$ cat src/rtl/strf_pkg.sv
// Shared definitions for the SumThreshold row flagger.
// Register map, field widths, defaults and the control bundle of the statistics unit.
// No dependencies.
package strf_pkg;

  localparam int MAX_WINDOW_DEF  = 64;
  localparam int SAMPLE_BITS_DEF = 24;

  localparam int WL_W   = 3;
  localparam int THR_W  = 23;
  localparam int ADDR_W = 3;
  localparam int DATA_W = 32;

  localparam logic [WL_W-1:0]  WL_RESET  = '0;
  localparam logic [THR_W-1:0] THR_RESET = '1;

  // Register index, taken from paddr[2].
  localparam logic REG_WINDOW_LOG2 = 1'b0;
  localparam logic REG_THRESHOLD   = 1'b1;

  typedef struct packed {
    logic clear;
    logic add;
    logic sub;
  } stats_ctrl_t;

endpackage

$ cat src/rtl/strf_ram.sv
// Generic single-port-write, single-port-read RAM with a registered read.
// Used for the sample delay line. Depends on nothing.
module strf_ram #(
  parameter int WIDTH = 8,
  parameter int DEPTH = 16,
  parameter int AW    = (DEPTH > 1) ? $clog2(DEPTH) : 1
) (
  input  logic             clk,
  input  logic             we,
  input  logic [AW-1:0]    waddr,
  input  logic [WIDTH-1:0] wdata,
  input  logic [AW-1:0]    raddr,
  output logic [WIDTH-1:0] rdata
);

  logic [WIDTH-1:0] mem [DEPTH];

  always_ff @(posedge clk) begin
    if (we) begin
      mem[waddr] <= wdata;
    end
    rdata <= mem[raddr];
  end

endmodule

$ cat src/rtl/strf_stats.sv
// Running window statistics: signed sum and count of unflagged samples, and the trip test.
// Depends on strf_pkg for the control bundle and the threshold width.
module strf_stats import strf_pkg::*; #(
  parameter int SAMPLE_BITS = SAMPLE_BITS_DEF,
  parameter int CW          = 7
) (
  input  logic                   clk,
  input  logic                   rst,
  input  stats_ctrl_t            ctrl,
  input  logic [SAMPLE_BITS-1:0] add_value,
  input  logic [SAMPLE_BITS-1:0] sub_value,
  input  logic [THR_W-1:0]       threshold,
  output logic                   trip
);

  localparam int SUM_W = SAMPLE_BITS + CW;
  localparam int CMP_W = SUM_W + THR_W;

  logic signed [SUM_W-1:0] sum, sum_next, sum_base;
  logic [CW-1:0]           count, count_next, count_base;
  logic [SUM_W-1:0]        mag;
  logic [THR_W+CW-1:0]     limit;

  always_comb begin
    sum_base   = ctrl.clear ? '0 : sum;
    count_base = ctrl.clear ? '0 : count;
    sum_next   = sum_base;
    count_next = count_base;
    priority if (ctrl.add) begin
      sum_next   = sum_base + {{CW{add_value[SAMPLE_BITS-1]}}, add_value};
      count_next = count_base + CW'(1);
    end else if (ctrl.sub) begin
      sum_next   = sum_base - {{CW{sub_value[SAMPLE_BITS-1]}}, sub_value};
      count_next = count_base - CW'(1);
    end
  end

  always_ff @(posedge clk) begin
    if (rst) begin
      sum   <= '0;
      count <= '0;
    end else begin
      sum   <= sum_next;
      count <= count_next;
    end
  end

  // |sum| > threshold * count is the exact integer form of |mean| > threshold.
  assign mag   = sum[SUM_W-1] ? SUM_W'(-sum) : SUM_W'(sum);
  assign limit = THR_W'(threshold) * (THR_W+CW)'(count);
  assign trip  = (count != '0) && (CMP_W'(mag) > CMP_W'(limit));

endmodule

$ cat src/rtl/sumthreshold_row_flagger_core.sv
// SumThreshold row flagger, top level: configuration registers, sequencer and output stage.
// Depends on strf_pkg, strf_ram and strf_stats.
//
// Usage. Samples enter on the sample channel (sample_valid/sample_ready) with their
// incoming mask bit and an end-of-row mark; flags leave on the result channel
// (result_valid/result_ready), one transfer per sample, in arrival order, each
// L-1 samples after the sample itself, where L = 2^window_log2 (at most MAX_WINDOW).
// The last result of a row carries row_done.
// Sequencing. A sample that causes no result passes the accept and check states
// (IDLE, CHECK); one that does also passes the pop state (POP), and its result is
// registered as it leaves POP. The buffered samples live in one RAM with a registered
// read, so the flush at a row end takes each buffered sample through FLUSH_WAIT and FLUSH_EMIT.
// A result waiting in the output register does not stop the next sample being
// taken; a stalled receiver only holds the sequencer when it has a further
// result to place. Reset clears the window, the output valid bit and the
// registers (window_log2 = 0, threshold = all ones); the delay RAM is not cleared.
// Writing window_log2 discards the samples buffered for the current row.
module sumthreshold_row_flagger_core import strf_pkg::*; #(
  parameter int MAX_WINDOW  = MAX_WINDOW_DEF,
  parameter int SAMPLE_BITS = SAMPLE_BITS_DEF
) (
  input  logic                   clk,
  input  logic                   rst,
  input  logic                   sample_valid,
  output logic                   sample_ready,
  input  logic [SAMPLE_BITS-1:0] sample_value,
  input  logic                   already_flagged,
  input  logic                   row_end,
  output logic                   result_valid,
  input  logic                   result_ready,
  output logic                   flag_out,
  output logic                   row_done,
  input  logic                   psel,
  input  logic                   penable,
  input  logic                   pwrite,
  input  logic [ADDR_W-1:0]      paddr,
  input  logic [DATA_W-1:0]      pwdata,
  output logic [DATA_W-1:0]      prdata,
  output logic                   pready
);

  localparam int AW = (MAX_WINDOW > 1) ? $clog2(MAX_WINDOW) : 1;
  localparam int CW = $clog2(MAX_WINDOW + 1);
  localparam int MW = SAMPLE_BITS + 1;

  localparam logic [2:0] S_IDLE       = 3'd0;
  localparam logic [2:0] S_CHECK      = 3'd1;
  localparam logic [2:0] S_POP        = 3'd2;
  localparam logic [2:0] S_FLUSH_WAIT = 3'd3;
  localparam logic [2:0] S_FLUSH_EMIT = 3'd4;

  logic [2:0]             state, state_next;
  logic [WL_W-1:0]        window_log2;
  logic [THR_W-1:0]       threshold;
  logic [AW-1:0]          head, head_inc, tail;
  logic [AW:0]            tail_sum;
  logic [CW-1:0]          fill, fill_eff, pending, len;
  logic [7:0]             len_pow;
  logic                   smp_flag, smp_last, was_empty;
  logic [SAMPLE_BITS-1:0] smp_value, oldest_value;
  logic                   oldest_flag;
  logic [MW-1:0]          rdata;
  logic                   accept, cfg_write, wl_write, slot_free, trip;
  logic                   emit, emit_flag, emit_done, row_clear;
  stats_ctrl_t            sctrl;

  assign pready    = 1'b1;
  assign cfg_write = psel && penable && pwrite && pready;
  assign wl_write  = cfg_write && (paddr[2] == REG_WINDOW_LOG2);

  always_ff @(posedge clk) begin
    if (rst) begin
      window_log2 <= WL_RESET;
      threshold   <= THR_RESET;
    end else if (cfg_write) begin
      unique case (paddr[2])
        REG_WINDOW_LOG2: window_log2 <= pwdata[WL_W-1:0];
        REG_THRESHOLD:   threshold   <= pwdata[THR_W-1:0];
        default: ;
      endcase
    end
  end

  always_comb begin
    unique case (paddr[2])
      REG_WINDOW_LOG2: prdata = DATA_W'(window_log2);
      REG_THRESHOLD:   prdata = DATA_W'(threshold);
      default:         prdata = '0;
    endcase
  end

  assign len_pow = 8'd1 << window_log2;
  assign len     = (len_pow > 8'(MAX_WINDOW)) ? CW'(MAX_WINDOW) : len_pow[CW-1:0];

  assign sample_ready = (state == S_IDLE);
  assign accept       = sample_valid && sample_ready;
  assign fill_eff     = (fill >= len) ? '0 : fill;

  assign tail_sum = {1'b0, head} + (AW+1)'(fill_eff);
  assign tail     = (tail_sum >= (AW+1)'(MAX_WINDOW)) ?
                    AW'(tail_sum - (AW+1)'(MAX_WINDOW)) : tail_sum[AW-1:0];
  assign head_inc = (head == AW'(MAX_WINDOW - 1)) ? '0 : head + AW'(1);

  strf_ram #(.WIDTH(MW), .DEPTH(MAX_WINDOW), .AW(AW)) u_delay (
    .clk   (clk),
    .we    (accept),
    .waddr (tail),
    .wdata ({already_flagged, sample_value}),
    .raddr (head),
    .rdata (rdata)
  );

  assign slot_free = !result_valid || result_ready;

  always_comb begin
    emit       = 1'b0;
    emit_flag  = 1'b0;
    emit_done  = 1'b0;
    row_clear  = 1'b0;
    state_next = state;
    unique case (state)
      S_IDLE: begin
        if (accept) begin
          state_next = S_CHECK;
        end
      end
      S_CHECK: begin
        if (fill == len) begin
          state_next = S_POP;
        end else if (smp_last) begin
          state_next = S_FLUSH_WAIT;
        end else begin
          state_next = S_IDLE;
        end
      end
      S_POP: begin
        if (slot_free) begin
          emit      = 1'b1;
          emit_flag = oldest_flag || (pending != '0);
          if (smp_last && fill == CW'(1)) begin
            emit_done  = 1'b1;
            row_clear  = 1'b1;
            state_next = S_IDLE;
          end else if (smp_last) begin
            state_next = S_FLUSH_WAIT;
          end else begin
            state_next = S_IDLE;
          end
        end
      end
      S_FLUSH_WAIT: begin
        state_next = S_FLUSH_EMIT;
      end
      S_FLUSH_EMIT: begin
        if (slot_free) begin
          emit      = 1'b1;
          emit_flag = rdata[MW-1] || (pending != '0);
          if (fill == CW'(1)) begin
            emit_done  = 1'b1;
            row_clear  = 1'b1;
            state_next = S_IDLE;
          end else begin
            state_next = S_FLUSH_WAIT;
          end
        end
      end
      default: state_next = S_IDLE;
    endcase
  end

  always_comb begin
    sctrl.clear = wl_write || row_clear || (accept && fill >= len);
    sctrl.add   = accept && !already_flagged;
    sctrl.sub   = emit && (state == S_POP) && !oldest_flag && !row_clear;
  end

  strf_stats #(.SAMPLE_BITS(SAMPLE_BITS), .CW(CW)) u_stats (
    .clk       (clk),
    .rst       (rst),
    .ctrl      (sctrl),
    .add_value (sample_value),
    .sub_value (oldest_value),
    .threshold (threshold),
    .trip      (trip)
  );

  always_ff @(posedge clk) begin
    if (rst) begin
      state   <= S_IDLE;
      fill    <= '0;
      pending <= '0;
      head    <= '0;
    end else begin
      state <= state_next;
      if (wl_write || row_clear) begin
        fill    <= '0;
        pending <= '0;
        if (row_clear) begin
          head <= head_inc;
        end
      end else if (accept) begin
        fill <= fill_eff + CW'(1);
        if (fill >= len) begin
          pending <= '0;
        end
      end else if (state == S_CHECK && fill == len && trip) begin
        pending <= len;
      end else if (emit) begin
        fill <= fill - CW'(1);
        head <= head_inc;
        if (pending != '0) begin
          pending <= pending - CW'(1);
        end
      end
    end
  end

  // The oldest entry is the new sample itself when the buffer was empty, since
  // the RAM read and the write of that entry fall on the same edge.
  always_ff @(posedge clk) begin
    if (accept) begin
      smp_value <= sample_value;
      smp_flag  <= already_flagged;
      smp_last  <= row_end;
      was_empty <= (fill_eff == '0);
    end
    if (state == S_CHECK) begin
      oldest_value <= was_empty ? smp_value : rdata[SAMPLE_BITS-1:0];
      oldest_flag  <= was_empty ? smp_flag  : rdata[MW-1];
    end
  end

  always_ff @(posedge clk) begin
    if (rst) begin
      result_valid <= 1'b0;
    end else if (emit) begin
      result_valid <= 1'b1;
    end else if (result_ready) begin
      result_valid <= 1'b0;
    end
  end

  always_ff @(posedge clk) begin
    if (emit) begin
      flag_out <= emit_flag;
      row_done <= emit_done;
    end
  end

endmodule

$ cat config.mk
export PLATFORM = sky130hd
export DESIGN_NAME = sumthreshold_row_flagger_core
export DESIGN_NICKNAME = d
export VERILOG_FILES = /design/src/rtl/strf_pkg.sv /design/src/rtl/strf_ram.sv /design/src/rtl/strf_stats.sv /design/src/rtl/sumthreshold_row_flagger_core.sv
export SDC_FILE = /design/constraint.sdc
export NUM_CORES = 2
export LEC_CHECK = 0
export BUFFER_PORTS_ARGS = -buffer_cell sky130_fd_sc_hd__buf_2
export CORE_ASPECT_RATIO = 0.75
export CORE_MARGIN = 1
export CORE_UTILIZATION = 50
export CTS_CLUSTER_SIZE = 40
export DETAILED_ROUTE_END_ITERATION = 7
export PLACE_DENSITY = 0.66
export SETUP_SLACK_MARGIN = 0.02
export SLEW_MARGIN = 10
export SYNTH_ARGS = -nofsm -noshare
export SYNTH_HDL_FRONTEND = slang
export SYNTH_SLANG_ARGS = --single-unit
$ cat constraint.sdc
create_clock -name clk -period 20.2 [get_ports clk]
set_input_delay 0 -clock clk [delete_from_list [all_inputs] [get_ports clk]]
set_output_delay 0 -clock clk [all_outputs]
set_load 0.02 [all_outputs]
==> flow_summary.yaml <==
run:
  maxCapViolations: 0
synthesis:
  ys.flop_type: "edfxtp_1"
  yosys_warnings: 0
  synth_edf_count: 1654
  ys_seq_area_share_pct: 67.05
  syn_area_per_cell_um2: 18.07
  synth_cells: 4285
  syn_area_um2: 77450
  ys_async_sr_fraction_pct: 0
  synth_top_area_share_pct: 64.13
  ys_ff_latch: 1767
  synth_cell_types: 83
  synth_top_cell_by_area: "edfxtp_1"
  synth_area_leaders: "edfxtp_1 (64%), mux4_2 (15%), dfxtp_1 (2.9%)"
detailed_routing:
  drtIter0Drc: 5573
  first_pass_iters: 6
  routed_via_density: 6.230
  drtAntennaViolNets: 0
  wire_per_inst_um: 29.41
  route.vias.total: 41710
  drc: 0
  routed_wl_mm: 196.9
grt:
  grt_pass1_vias: 41180
  grt_max_degree: 159
  gr-total-overflow: 0
  track_usage_pct: 25.35
  antenna_found_initial: 21
  grt_pass1_wl_mm: 284.6
min_path:
  holdPathStages: 4
  min_path_type: "in2reg"
sta:
  timing.slew.headroom_pct: 18.31
  setup_violations: 0
  worst_pin_slew_ns: 1.224
  skew_ns: 0.04644
  drv_slew: 0
  period_share_pct: 41.28
  final_hold_viol_count: 0
  fmax_mhz: 119.9
  tns_ns: 0
  grt_setup_unrepaired: "no"
  finalCriticalPeriod_ns: 8.339
  whs_ns: 0.1152
critical_path:
  arrival_ns: 9.01
  slowest_delay_ns: 1.11
  cpMostUsedCell: "fa_1"
  startpoint_type: "flip-flop"
  cp_slowest_cell: "dfxtp_1"
  cp_data_required_time_ns: 20.87
  worstSetupPathType: "reg2reg"
  worst-path-max-fanout: 30
  reg2regPathDepth: 27
  cp-end-kind: "flip-flop"
clock_tree:
  cts_setup_buffers: 0
  cts.path.max_buffers: 3
  cts_tree: "done"
  htreeDepth: 4
  clk_pin_slew_ns: 0.06
  numCtsBuffers: 164
  insertion_delay_ns: 0.83
  cts.repair.resized: 0
  cts.sinks: 1767
  ctsHoldBuffers: 115
  cts_root_buf: "clkbuf_16"
final_layout:
  final_core_util_pct: 57.08
  final_cell_mix: "edfxtp_1 (1654), mux4_2 (525), nand2_1 (195), inv_1 (173), and2_1 (170)"
  area_growth_pct: 12.86
  final_common_cell: "edfxtp_1"
  fin_cells: 6696
  final_cell_area_um2: 87410
  num-nets-final: 4874
  drive_above_1_share_pct: 22.67
floorplanning:
  die_area_um2: 156500
  ios: 105
  die_h_um: 342.8
  die_width_um: 456.5
  num_rows: 124
  initial_utilization_pct: 50.58
  core-area_um2: 153100
power_and_ir_drop:
  powerDensity_nw_per_um2: 95.03
  leakagePower_nw: 28.74
  peakVddDrop_mv: 0.09537
placement:
  place_inst: 6274
  gp_congestion: 0.8896
  place_area_um2: 80810
  hpwl_mm: 114.6
  portBuffers: 83
run_status:
  status: "complete, no violations"
==> Yosys cell counts (all sizes together) (80+ instances only) <==
master and instances:
nor2 184, clkbuf 137, a21oi 103, nand2 196, ha 160, o21ai 80, inv 174, edfxtp 1654
mux4 525, dfxtp 113, fa 107, and2 170
==> sequential cells by signal (all words and copies together) (netlist names), 3 cells and up <==
name           cells
u_delay.mem     1600
head               6
pending            7
threshold         23
u_stats.count      7
window_log2        3
smp_value         24
u_delay.rdata     25
state              3
oldest_value      24
fill               7
u_stats.sum       31
==> per-stage QoR <==
stage	worst slack, ns	power, mW
after floorplan	13.59	4.864
after global placement	12.09	5.178
after detailed placement	12.03	5.191
after CTS	11.98	8.346
after global routing	11.38	8.576
final	11.86	8.306
==> metal layers <==
layer | track usage [%] | routed length [um] | vias to the layer above
li1 | - | - | 17540
met1 | 38.54 | 84130 | 21910
met2 | 37.64 | 87820 | 2000
met3 | 5.516 | 21070 | 255
met4 | 5.933 | 3868 | 4
met5 | 0 | 27 | -
==> critical path: cells and delay by family, from the launching register on <==
family / cells / cell delay, ns
and+or+nand+nor: 5 / 1.27
DFF: 1 / 1.11
adders and majority gates: 6 / 2.55
buffers and inverters: 2 / 0.09
xor gates and xnor gates: 1 / 0.12
AOI/OAI and AO/OA: 13 / 3.00
==> final cells by class <==
cell class / instances / area [um2]
well taps: 2016 / 2522
multi-input cells: 2145 / 24550
clock buffers: 210 / 4328
clock inverters: 93 / 1112
fillers: 11300 / 65720
inverters: 175 / 659.4
repair buffers: 286 / 2277
diodes: 4 / 10.01
flip-flops and latches: 1767 / 51950
==> cells by family after synthesis <==
group	count (synthesis)	share of synthesized area (%)
DFF	1767	67.05
xor gates and xnor gates	106	1.199
other	2	0.009697
AOI/OAI and AO/OA	417	3.554
adders and majority gates	267	5.350
muxes	562	15.79
and+or+nand+nor	783	5.115
buffers and inverters	381	1.932
==> report_power, final <==
group	switching, mW	total [mW]	internal [mW]	leakage [nW]
Combinational	0.592	1.01	0.421	10.3
Clock	1.38	3.17	1.79	2.65
Sequential	0.0501	4.12	4.07	15.8
Total	2.03	8.31	6.28	28.7
==> worst paths after layout <==
path,endpoint,from,slack [ns]
max,pending[6],u_stats.count[5],11.86
min,window_log2[2],paddr[2],0.12
max reg2reg,pending[6],u_stats.count[5],11.86
min reg2reg,pending[3],pending[3],0.49
(Power assumes the default switching activity.)
